**src/rtl/core/tnp_pkg.sv**
```systemverilog
package tnp_pkg;

    // Field widths
    localparam int BYTE_W    = 8;
    localparam int VALUE_W   = 64;
    localparam int STATUS_W  = 2;
    localparam int CFG_IDX_W = 2;

    // Result status codes
    localparam logic [STATUS_W-1:0] ST_OK      = 2'd0;
    localparam logic [STATUS_W-1:0] ST_INVALID = 2'd1;
    localparam logic [STATUS_W-1:0] ST_RANGE   = 2'd2;

    // Configuration register indexes
    localparam logic [CFG_IDX_W-1:0] REG_SIGNED_MODE  = 2'd0;
    localparam logic [CFG_IDX_W-1:0] REG_UNSIGNED_MAX = 2'd1;
    localparam logic [CFG_IDX_W-1:0] REG_SIGNED_MIN   = 2'd2;
    localparam logic [CFG_IDX_W-1:0] REG_SIGNED_MAX   = 2'd3;

    // Saturation values
    localparam logic [VALUE_W-1:0] VAL_ZERO     = '0;
    localparam logic [VALUE_W-1:0] VAL_ALL_ONES = '1;
    localparam logic [VALUE_W-1:0] VAL_TOP_BIT  = {1'b1, {(VALUE_W-1){1'b0}}};
    localparam logic [VALUE_W-1:0] VAL_POS_MAX  = {1'b0, {(VALUE_W-1){1'b1}}};

    // Base-256 lead bytes
    localparam logic [BYTE_W-1:0] B256_POS = 8'h80;
    localparam logic [BYTE_W-1:0] B256_NEG = 8'hFF;

    // Character codes
    localparam logic [BYTE_W-1:0] CH_NUL   = 8'h00;
    localparam logic [BYTE_W-1:0] CH_SPACE = 8'h20;
    localparam logic [BYTE_W-1:0] CH_ZERO  = 8'h30;
    localparam logic [BYTE_W-1:0] CH_SEVEN = 8'h37;

    // One octal digit carries three bits (radix 010)
    localparam int OCT_DIGIT_W = 3;

    // Finished field, before the range check
    typedef struct packed {
        logic [VALUE_W-1:0]  value;
        logic [STATUS_W-1:0] status;
    } fin_t;

endpackage

```
**src/rtl/core/tnp_parse.sv**
```systemverilog
module tnp_parse (
    input  logic                         aclk,
    input  logic                         aresetn,
    input  logic                         in_valid,
    output logic                         in_ready,
    input  logic [tnp_pkg::BYTE_W-1:0]   in_byte,
    input  logic                         in_last,
    input  logic                         signed_mode,
    output logic                         fin_valid,
    input  logic                         fin_ready,
    output tnp_pkg::fin_t                fin
);
    import tnp_pkg::*;

    typedef enum logic [1:0] {PH_FIRST, PH_LEAD, PH_DIGITS, PH_TRAIL} phase_t;

    logic [VALUE_W-1:0]  acc_reg, acc_next;
    phase_t              phase_reg, phase_next;
    logic                bin_reg, bin_next;
    logic                neg_reg, neg_next;
    logic [STATUS_W-1:0] err_reg, err_next;
    logic                fin_valid_reg;
    fin_t                fin_reg, fin_next;

    logic                accept;
    logic                is_first, is_b256, is_space, is_nul, is_digit;
    phase_t              oct_p_in, oct_p, oct_eff;
    logic [VALUE_W-1:0]  oct_a_in, oct_a, bin_a;
    logic [STATUS_W-1:0] oct_e_in, oct_e, bin_e, fin_err;

    assign in_ready = !fin_valid_reg || fin_ready;
    assign accept   = in_valid && in_ready;

    // Byte classes
    assign is_first = (phase_reg == PH_FIRST);
    assign is_b256  = (in_byte == B256_POS) || (in_byte == B256_NEG);
    assign is_space = (in_byte == CH_SPACE);
    assign is_nul   = (in_byte == CH_NUL);
    assign is_digit = (in_byte >= CH_ZERO) && (in_byte <= CH_SEVEN);

    // Octal step; a non-binary first byte starts from a cleared lead phase
    always_comb begin
        oct_p_in = is_first ? PH_LEAD : phase_reg;
        oct_a_in = is_first ? VAL_ZERO : acc_reg;
        oct_e_in = is_first ? ST_OK : err_reg;
        oct_p    = oct_p_in;
        oct_a    = oct_a_in;
        oct_e    = oct_e_in;
        oct_eff  = oct_p_in;
        if (oct_e_in == ST_OK) begin
            if (oct_p_in == PH_LEAD && !is_space) begin
                oct_eff = PH_DIGITS;
            end
            oct_p = oct_eff;
            case (oct_eff)
                PH_LEAD: ;
                PH_DIGITS: begin
                    if (is_nul || is_space) begin
                        oct_p = PH_TRAIL;
                    end else if (!is_digit) begin
                        oct_e = ST_RANGE;
                    end else begin
                        oct_a = {oct_a_in[VALUE_W-OCT_DIGIT_W-1:0], in_byte[OCT_DIGIT_W-1:0]};
                    end
                end
                default: begin
                    if (!(is_nul || is_space)) begin
                        oct_e = ST_INVALID;
                    end
                end
            endcase
        end
    end

    // Base-256 step: the byte shifted out must match the sign fill
    assign bin_e = (acc_reg[VALUE_W-1 -: BYTE_W] != {BYTE_W{neg_reg}}) ? ST_RANGE : err_reg;
    assign bin_a = {acc_reg[VALUE_W-BYTE_W-1:0], in_byte};

    // Parse state update
    always_comb begin
        acc_next   = acc_reg;
        phase_next = phase_reg;
        bin_next   = bin_reg;
        neg_next   = neg_reg;
        err_next   = err_reg;
        if (is_first && is_b256) begin
            bin_next   = 1'b1;
            neg_next   = (in_byte == B256_NEG);
            acc_next   = {VALUE_W{neg_next}};
            phase_next = PH_DIGITS;
            err_next   = ST_OK;
        end else if (is_first || !bin_reg) begin
            bin_next   = 1'b0;
            neg_next   = is_first ? 1'b0 : neg_reg;
            acc_next   = oct_a;
            phase_next = oct_p;
            err_next   = oct_e;
        end else begin
            acc_next = bin_a;
            err_next = bin_e;
        end
    end

    // Field close: final checks and error saturation
    always_comb begin
        fin_err = err_next;
        if (bin_next) begin
            if (acc_next[VALUE_W-1] != neg_next) begin
                fin_err = ST_RANGE;
            end
        end else if (phase_next == PH_LEAD && err_next == ST_OK) begin
            fin_err = ST_INVALID;
        end
        fin_next.status = fin_err;
        fin_next.value  = acc_next;
        if (fin_err != ST_OK) begin
            if (!bin_next) begin
                fin_next.value = VAL_ZERO;
            end else if (signed_mode) begin
                fin_next.value = neg_next ? VAL_TOP_BIT : VAL_POS_MAX;
            end else begin
                fin_next.value = neg_next ? VAL_ZERO : VAL_ALL_ONES;
            end
        end
    end

    // State and finished-field register
    always_ff @(posedge aclk) begin
        if (!aresetn) begin
            acc_reg       <= VAL_ZERO;
            phase_reg     <= PH_FIRST;
            bin_reg       <= 1'b0;
            neg_reg       <= 1'b0;
            err_reg       <= ST_OK;
            fin_valid_reg <= 1'b0;
        end else begin
            if (accept) begin
                if (in_last) begin
                    acc_reg   <= VAL_ZERO;
                    phase_reg <= PH_FIRST;
                    bin_reg   <= 1'b0;
                    neg_reg   <= 1'b0;
                    err_reg   <= ST_OK;
                end else begin
                    acc_reg   <= acc_next;
                    phase_reg <= phase_next;
                    bin_reg   <= bin_next;
                    neg_reg   <= neg_next;
                    err_reg   <= err_next;
                end
            end
            if (accept && in_last) begin
                fin_valid_reg <= 1'b1;
            end else if (fin_ready) begin
                fin_valid_reg <= 1'b0;
            end
        end
        if (accept && in_last) begin
            fin_reg <= fin_next;
        end
    end

    assign fin_valid = fin_valid_reg;
    assign fin       = fin_reg;

endmodule

```
**src/rtl/core/tnp_range.sv**
```systemverilog
module tnp_range (
    input  logic                           aclk,
    input  logic                           aresetn,
    input  logic                           fin_valid,
    output logic                           fin_ready,
    input  tnp_pkg::fin_t                  fin,
    input  logic                           signed_mode,
    input  logic [tnp_pkg::VALUE_W-1:0]    unsigned_max,
    input  logic signed [tnp_pkg::VALUE_W-1:0] signed_min,
    input  logic signed [tnp_pkg::VALUE_W-1:0] signed_max,
    output logic                           m_valid,
    input  logic                           m_ready,
    output logic [tnp_pkg::VALUE_W-1:0]    m_value,
    output logic [tnp_pkg::STATUS_W-1:0]   m_status
);
    import tnp_pkg::*;

    logic                m_valid_reg;
    logic [VALUE_W-1:0]  value_reg, value_next;
    logic [STATUS_W-1:0] status_reg, status_next;
    logic                below_min, above_max, above_umax;

    assign fin_ready = !m_valid_reg || m_ready;

    // Range compares run in parallel
    assign below_min  = $signed(fin.value) < signed_min;
    assign above_max  = signed_max < $signed(fin.value);
    assign above_umax = fin.value > unsigned_max;

    // A failed range check overrides the parse status
    always_comb begin
        value_next  = fin.value;
        status_next = fin.status;
        if (signed_mode) begin
            if (below_min) begin
                value_next  = VAL_TOP_BIT;
                status_next = ST_RANGE;
            end else if (above_max) begin
                value_next  = VAL_POS_MAX;
                status_next = ST_RANGE;
            end
        end else if (above_umax) begin
            value_next  = VAL_ALL_ONES;
            status_next = ST_RANGE;
        end
    end

    // Output register
    always_ff @(posedge aclk) begin
        if (!aresetn) begin
            m_valid_reg <= 1'b0;
        end else if (fin_ready) begin
            m_valid_reg <= fin_valid;
        end
        if (fin_ready && fin_valid) begin
            value_reg  <= value_next;
            status_reg <= status_next;
        end
    end

    assign m_valid  = m_valid_reg;
    assign m_value  = value_reg;
    assign m_status = status_reg;

endmodule

```
**src/rtl/core/tar_numeric_field_parser.sv**
```systemverilog
// Tar header numeric field parser.
// Input channel (s_valid/s_ready): one field byte per beat, s_last_byte marks
// the final byte. A lead byte of 0x80 or 0xFF selects base-256, anything
// else octal. Only the last beat of a field yields a result beat.
// Result channel (m_valid/m_ready): m_value and m_status (0 ok, 1 invalid,
// 2 out of range), after the unsigned or signed range check.
// Configuration: cfg_wr_en writes cfg_wr_data into register cfg_index
// (0 signed_mode, 1 unsigned_max, 2 signed_min, 3 signed_max); write only
// while no field is in flight.
// Throughput: one byte per cycle while s_ready is high. A result passes two
// register stages after its last byte is taken: the parse register, then the
// range-check output register.
// Reset clears the parse state and the valid flags of both pipeline registers
// and restores the register defaults (unsigned mode, full 64-bit ranges).
// When m_ready is low the result holds; s_ready stays high until both the
// finished-field register and the output register are full.
module tar_numeric_field_parser (
    input  logic                             aclk,
    input  logic                             aresetn,
    input  logic                             s_valid,
    output logic                             s_ready,
    input  logic [tnp_pkg::BYTE_W-1:0]       s_field_byte,
    input  logic                             s_last_byte,
    output logic                             m_valid,
    input  logic                             m_ready,
    output logic [tnp_pkg::VALUE_W-1:0]      m_value,
    output logic [tnp_pkg::STATUS_W-1:0]     m_status,
    input  logic                             cfg_wr_en,
    input  logic [tnp_pkg::CFG_IDX_W-1:0]    cfg_index,
    input  logic [tnp_pkg::VALUE_W-1:0]      cfg_wr_data
);
    import tnp_pkg::*;

    logic                       signed_mode_reg;
    logic [VALUE_W-1:0]         unsigned_max_reg;
    logic signed [VALUE_W-1:0]  signed_min_reg;
    logic signed [VALUE_W-1:0]  signed_max_reg;

    logic fin_valid, fin_ready;
    fin_t fin;

    // Configuration registers
    always_ff @(posedge aclk) begin
        if (!aresetn) begin
            signed_mode_reg  <= 1'b0;
            unsigned_max_reg <= VAL_ALL_ONES;
            signed_min_reg   <= $signed(VAL_TOP_BIT);
            signed_max_reg   <= $signed(VAL_POS_MAX);
        end else if (cfg_wr_en) begin
            unique case (cfg_index)
                REG_SIGNED_MODE:  signed_mode_reg  <= cfg_wr_data[0];
                REG_UNSIGNED_MAX: unsigned_max_reg <= cfg_wr_data;
                REG_SIGNED_MIN:   signed_min_reg   <= $signed(cfg_wr_data);
                REG_SIGNED_MAX:   signed_max_reg   <= $signed(cfg_wr_data);
                default: ;
            endcase
        end
    end

    // Byte parser
    tnp_parse u_parse (
        .aclk        (aclk),
        .aresetn     (aresetn),
        .in_valid    (s_valid),
        .in_ready    (s_ready),
        .in_byte     (s_field_byte),
        .in_last     (s_last_byte),
        .signed_mode (signed_mode_reg),
        .fin_valid   (fin_valid),
        .fin_ready   (fin_ready),
        .fin         (fin)
    );

    // Range check and output register
    tnp_range u_range (
        .aclk         (aclk),
        .aresetn      (aresetn),
        .fin_valid    (fin_valid),
        .fin_ready    (fin_ready),
        .fin          (fin),
        .signed_mode  (signed_mode_reg),
        .unsigned_max (unsigned_max_reg),
        .signed_min   (signed_min_reg),
        .signed_max   (signed_max_reg),
        .m_valid      (m_valid),
        .m_ready      (m_ready),
        .m_value      (m_value),
        .m_status     (m_status)
    );

endmodule

```
**config.mk**
```make
export PLATFORM = sky130hd
export DESIGN_NAME = tar_numeric_field_parser
export DESIGN_NICKNAME = d
export VERILOG_FILES = /design/src/rtl/core/tnp_pkg.sv /design/src/rtl/core/tnp_parse.sv /design/src/rtl/core/tnp_range.sv /design/src/rtl/core/tar_numeric_field_parser.sv
export SDC_FILE = /design/constraint.sdc
export NUM_CORES = 1
export LEC_CHECK = 0
export BUFFER_PORTS_ARGS = -buffer_cell sky130_fd_sc_hd__buf_4
export CORE_MARGIN = 4
export CORE_UTILIZATION = 55
export DETAILED_ROUTE_END_ITERATION = 10
export PLACE_DENSITY = 0.74
export SYNTH_ARGS = -nofsm -noshare
export SYNTH_HDL_FRONTEND = slang
export SYNTH_SLANG_ARGS = --single-unit
```
**constraint.sdc**
```tcl
create_clock -name aclk -period 5.7 [get_ports aclk]
set_input_delay 0.285 -clock aclk [delete_from_list [all_inputs] [get_ports aclk]]
set_output_delay 0.285 -clock aclk [all_outputs]
set_load 0.01 [all_outputs]
```
==> qor.yml, run 1 <==
cells_and_area:
  layout_common_cells: "444 x nand2_1, 264 x dfxtp_1, 202 x inv_1"
  area_growth_pct: 15.2
  finish.utilization_pct: 64.6
  nNetsFinal: 2824
  n_fill_cell: 3153
  antenna_cells: 0
  final_common_cell: "nand2_1"
  drive_gt1_share_pct: 9.51
  largest_reg_flops: 66
floorplanning:
  coreArea_mm2: 0.0379
  die-area_mm2: 0.0419
  num_rows: 71
  die_h_um: 205
  num_io_pins: 148
  initial_utilization_pct: 56.1
  fp.dieW_um: 205
yosys:
  syn-instance-count: 2431
  syn_area_mm2: 0.0213
  synth_edf_count: 132
  ys_ff_latch: 397
  synth_cell_types: 63
  async_reset_ff_share_pct: 0
  postSynthAreaPerCell_um2: 8.75
  synthFlopType: "dfxtp_1"
  synth_nets: 2703
  yosys_warnings: 0
  ys_seq_area_share_pct: 43.6
cts:
  clk_latency_ns: 0.58
  cts_max_path_buffers: 3
  cts_setup_buffers: 0
  cts-root-buf: "clkbuf_16"
  clk_pin_slew_ns: 0.06
  cts_sinks: 397
  cts_inserted_buffers: 43
  htreeDepth: 2
  cts_tree: "done"
power_and_ir_drop:
  p_leak_nw: 10.4
  power.density_mw_per_mm2: 265
  finalPower_w: 0.00650
  vdd_ir_drop_max_v: 0.000203
detailed_routing:
  ant_nets: 0
  drtIter0Drc: 1936
  drt-pass1-iter-count: 6
  drt_drc_violations_left: 0
  wl_um: 61500
  vias_per_cell: 5.94
  vias: 18390
  avgRoutedWirePerCell_um: 19.8
global_routing:
  grt_pass1_wl_um: 96500
  antenna_found_initial: 0
  grt_max_degree: 126
  grt_pass1_vias: 17899
  grt_overflow: 0
  gr-usage-all-layers_pct: 28.6
sta:
  slew_viol_final: 0
  layout_min_cycle_time_ns: 4.16
  tns_ns: 0
  setup_viol: 0
  fmax_mhz: 240
  finClkSkew_ns: 0.0251
  layout_setup_ws_ns: 1.54
  tightestPinTransition_ns: 1.24
  rsz0062_at_grt: "false"
  relSlewSlack_pct: 17.4
  post-route-period-util_pct: 73.0
  hold_viol: 0
placed_design:
  dp_slack_ns: 1.69
  place_hpwl_um: 40100
  numPortBuffers: 147
  place.gp.congestion: 0.896
critical_path:
  crit_fanout: 33
  crit_required_ns: 6.13
  startpoint_type: "register"
  end_kind: "register"
  worstSetupPathType: "reg -> reg"
  crit_arrival_ns: 4.59
status:
  run_status: "complete, no violations"
min_path:
  holdCritPathClass: "in -> reg"
flow_run:
  maxCapViolCount: 0
==> synth_stat cells (8+ instances only) <==
library cell,n,share of area (%)
nand2_1,445,7.9
dfxtp_1,265,25
inv_1,203,3.6
a21oi_1,194,4.6
ha_1,192,11
o21ai_0,164,3.9
edfxtp_1,132,19
clkbuf_1,102,1.8
nand3_1,81,1.9
nor3_1,80,1.9
nor2b_1,71,2.1
o21a_1,71,2.5
o211ai_1,67,2.4
a21boi_0,66,2.3
mux2i_1,61,2.9
nor2_1,32,0.56
nand4_1,28,0.82
buf_2,18,0.42
buf_1,17,0.30
buf_6,14,0.74
a221oi_1,13,0.54
a21o_1,12,0.42
a211oi_1,11,0.39
and4_1,8,0.33
nor4_1,8,0.24
==> power by group <==
| part | internal [W] | leakage [nW] | switching, W | total, W |
|---|---|---|---|---|
| Sequential | 0.00303 | 3.39 | 0.0000663 | 0.00310 |
| Clock | 0.00152 | 0.653 | 0.00117 | 0.00269 |
| Combinational | 0.000289 | 6.33 | 0.000430 | 0.000719 |
| Total | 0.00484 | 10.4 | 0.00166 | 0.00650 |
==> critical path: stages, from the launching register on <==
cell	delay, ns
edfxtp_1	0.46
ha_1	0.34
nand3_1	0.13
nor4_1	0.60
nand3_1	0.26
a21oi_1	0.16
o21ai_0	0.22
a31oi_1	0.43
a2bb2oi_4	0.93
buf_12	0.31
o21a_1	0.15
==> routing by layer <==
metal  track usage, %  vias to the layer above  routed length (um)
li1                 -                     8721                   -
met1             39.6                     8803               26400
met2             46.2                      745               28300
met3             4.34                      121                4920
met4             9.76                        0                1820
met5                0                        -                   0
==> layout make-up <==
cell class / instances / area (um^2) / area share [%]
Multi-Input combinational cell: 1676 / 10600 / 43.2
Sequential cell: 397 / 9270 / 37.8
Clock inverter: 15 / 81.3 / 0.332
Clock buffer: 65 / 1250 / 5.11
Inverter: 203 / 762 / 3.11
Timing Repair Buffer: 231 / 1910 / 7.80
Tap cell: 511 / 639 / 2.61
==> cells by family after synthesis <==
kind of cell / Yosys count / share of synthesized area, %
DFF: 397 / 43.6
buffers and inverters: 358 / 6.99
and+or+nand+nor: 786 / 16.8
AOI/OAI and AO/OA: 635 / 18.4
muxes: 61 / 2.87
xor gates and xnor gates: 2 / 0.0824
adders and majority gates: 192 / 11.3
==> stage by stage <==
stage / area (um^2) / std cells / hold WS, ns
final: 24500 / 3098 / 0.0791
after global placement: 22500 / 2954 / 0.447
after floorplan: 21300 / 2431 / 0.409
after global routing: 24500 / 3098 / 0.0800
after CTS: 24500 / 3098 / 0.0561
after detailed placement: 22500 / 2954 / 0.459
==> timing repair <==
item                       4_1_cts  5_1_grt
setup endpoints to repair        0        0
gates resized for setup          0        0
hold endpoints to repair       175        0
hold buffers                    64        0
==> worst paths after layout <==
kind,start,endpoint,slack [ns],depth (start not counted)
max,u_parse.fin[31],u_range.m_value[39],1.54,10
min,m_ready,u_range.m_valid,0.08,3
max reg2reg,u_parse.fin[31],u_range.m_value[39],1.54,10
min reg2reg,signed_min_reg[11],signed_min_reg[11],0.46,2
Note: power is estimated with default switching activity, not from simulation.
==> run 2, diff against run 1 <==
PLACE_DENSITY = 0.77   (was 0.74)
clock period = 3.75 ns   (was 5.7 ns; I/O delays follow)
==> run 2 against run 1 <==
Maximum frequency grew 17%. Combinational power grew 53%. Critical path depth grew 1. Sequential share of layout area shrank 0.39 points. Clock power grew 60%. Wire length is essentially flat. Die area is the same. Global-route usage shrank 0.079 points. Sequential power grew 52%. Cell area grew 1.0%. Worst setup slack lost 1.3 ns.
==> qor.yml, run 2 (synthesis results as in run 1) <==
power_and_ir_drop:
  vdd_ir_drop_max_v: 0.000269  # +32%
  p_switching_w: 0.00255  # +53%
  combPwrFrac_pct: 10.8  # -0.3 points
  internal_power_w: 0.00756  # +56%
  power.density_mw_per_mm2: 408  # +54%
  pwr-share-seq_pct: 46.6  # -1.0 points
  p_clk_share_pct: 42.5  # +1.2 points
  p_sw_share_pct: 25.3  # -0.33 points
  p_leak_nw: 10.5  # +1.3%
flow_run:
  maxCapViolCount: 0  # unchanged
floorplanning:
  fp.dieW_um: 205  # unchanged
  num_io_pins: 148  # unchanged
  initial_utilization_pct: 56.1  # unchanged
  coreArea_mm2: 0.0379  # unchanged
  die-area_mm2: 0.0419  # unchanged
  die_h_um: 205  # unchanged
  num_rows: 71  # unchanged
cts:
  cts-root-buf: "clkbuf_16"
  cts_tree: "done"
  clk_latency_ns: 0.58  # about the same
  clk_pin_slew_ns: 0.06  # about the same
  cts_inserted_buffers: 44  # +2.3%
  htreeDepth: 2  # unchanged
  cts_max_path_buffers: 3  # unchanged
  cts_sinks: 397  # unchanged
cells_and_area:
  drive_gt1_share_pct: 10.0  # +0.49 points
  largest_reg_flops: 66  # unchanged
  final_common_cell: "nand2_1"
  antenna_cells: 0  # unchanged
  area_growth_pct: 16.3
  nNetsFinal: 2835  # +0.39%
  layout_common_cells: "444 x nand2_1, 264 x dfxtp_1, 202 x inv_1"
sta:
  layout_min_cycle_time_ns: 3.55  # -0.613 ns
  whs_ns: 0.0763  # -0.00274 ns
  hold_viol: 0  # unchanged
  tightestPinTransition_ns: 0.971  # -0.264 ns
  slew_viol_final: 0  # unchanged
  fmax_mhz: 282  # +17%
  rsz0062_at_grt: "false"
  post-route-period-util_pct: 94.6  # +22 points
  setup_viol: 0  # unchanged
  relSlewSlack_pct: 35.3  # +18 points
  tns_ns: 0  # unchanged
  finClkSkew_ns: 0.0169  # -0.00818 ns
placed_design:
  place_hpwl_um: 41000  # +2.2%
  numPortBuffers: 147  # unchanged
  place.gp.congestion: 0.899  # +0.29%
critical_path:
  crit_fanout: 21  # -36%
  end_kind: "register"
  startpoint_type: "register"
  worstSetupPathType: "reg -> reg"
  crit_required_ns: 4.07  # -2.06 ns
  crit_arrival_ns: 3.87  # -0.72 ns
global_routing:
  grt_pass1_wl_um: 97000  # +0.49%
  grt_overflow: 0  # unchanged
  gr-usage-all-layers_pct: 28.6  # -0.079 points
  grt_max_degree: 124  # -1.6%
  grt_pass1_vias: 18203  # +1.7%
  antenna_found_initial: 0  # unchanged
detailed_routing:
  drtIter0Drc: 1787  # -7.7%
  drt_drc_violations_left: 0  # unchanged
  vias: 18541  # +0.82%
  wl_um: 61500  # about the same
  avgRoutedWirePerCell_um: 19.8  # -0.40%
  ant_nets: 0  # unchanged
  drt-pass1-iter-count: 6  # unchanged
  vias_per_cell: 5.96  # +0.43%
min_path:
  holdCritPathClass: "in -> reg"
status:
  run_status: "complete, no violations"
==> run 2: metrics by stage <==
stage	utilization (%)	total power, W	setup WS, ns	instance area, um^2	cells
after floorplan	-	0.00542	0.976	21300	2431
after global placement	59.8	0.00577	0.278	22700	2962
after detailed placement	59.8	0.00582	0.254	22700	2962
after CTS	65.2	0.0101	0.226	24700	3110
after global routing	65.2	0.0104	0.101	24700	3110
final	65.2	0.0101	0.203	24700	3110
==> run 2: worst max-delay path, cell delays in order (launching register included) <==
cell and delay (ns):
edfxtp_1 0.50, inv_1 0.08, ha_1 0.31, and4_1 0.25, and4bb_2 0.32, nand4_1 0.28, a311oi_1 0.53, nor4_2 0.09
xor2_1 0.35, a2bb2oi_4 0.12, buf_4 0.25, o21a_1 0.20
==> run 2: final timing paths <==
path              slack, ns         startpoint                    to  depth (start not counted)
setup / recovery       0.20    u_parse.fin[45]   u_range.m_value[56]                         11
hold / removal         0.08    s_field_byte[5]  u_parse.phase_reg[1]                          4
setup reg to reg       0.20    u_parse.fin[45]   u_range.m_value[56]                         11
hold reg to reg        0.47  signed_max_reg[0]     signed_max_reg[0]                          2
==> run 2: metal layers <==
metal / track usage (%) / routed length (um) / vias to the layer above
met5: 0 / 0 / -
met4: 9.86 / 1930 / 0
met3: 4.16 / 4590 / 132
met2: 47.1 / 28800 / 795
met1: 38.7 / 26200 / 8858
li1: - / - / 8756
==> run 2: cell type report <==
| type | instances | area [um^2] |
|---|---|---|
| flip-flops and latches | 397 | 9270 |
| clock inverters | 22 | 189 |
| fillers | 2994 | 13200 |
| clock buffers | 60 | 1220 |
| inverters | 203 | 762 |
| repair buffers | 241 | 2080 |
| multi-input cells | 1676 | 10600 |
| well taps | 511 | 639 |
==> run 2: timing repair <==
item / 4_1_cts / 5_1_grt
resized for setup: 0 / 0
hold buffers: 66 / 0
buffers inserted: 0 / 0
hold endpoints to repair: 196 / 0
==> run 2: power groups by stage <==
stage	Clock [W]	Sequential, W	Combinational, W
floorplan	0	0.00477	0.000650
CTS	0.00434	0.00471	0.00108
finish	0.00430	0.00471	0.00110
detailed placement	0	0.00480	0.00102
global route	0.00451	0.00472	0.00121
global placement	0	0.00480	0.000979
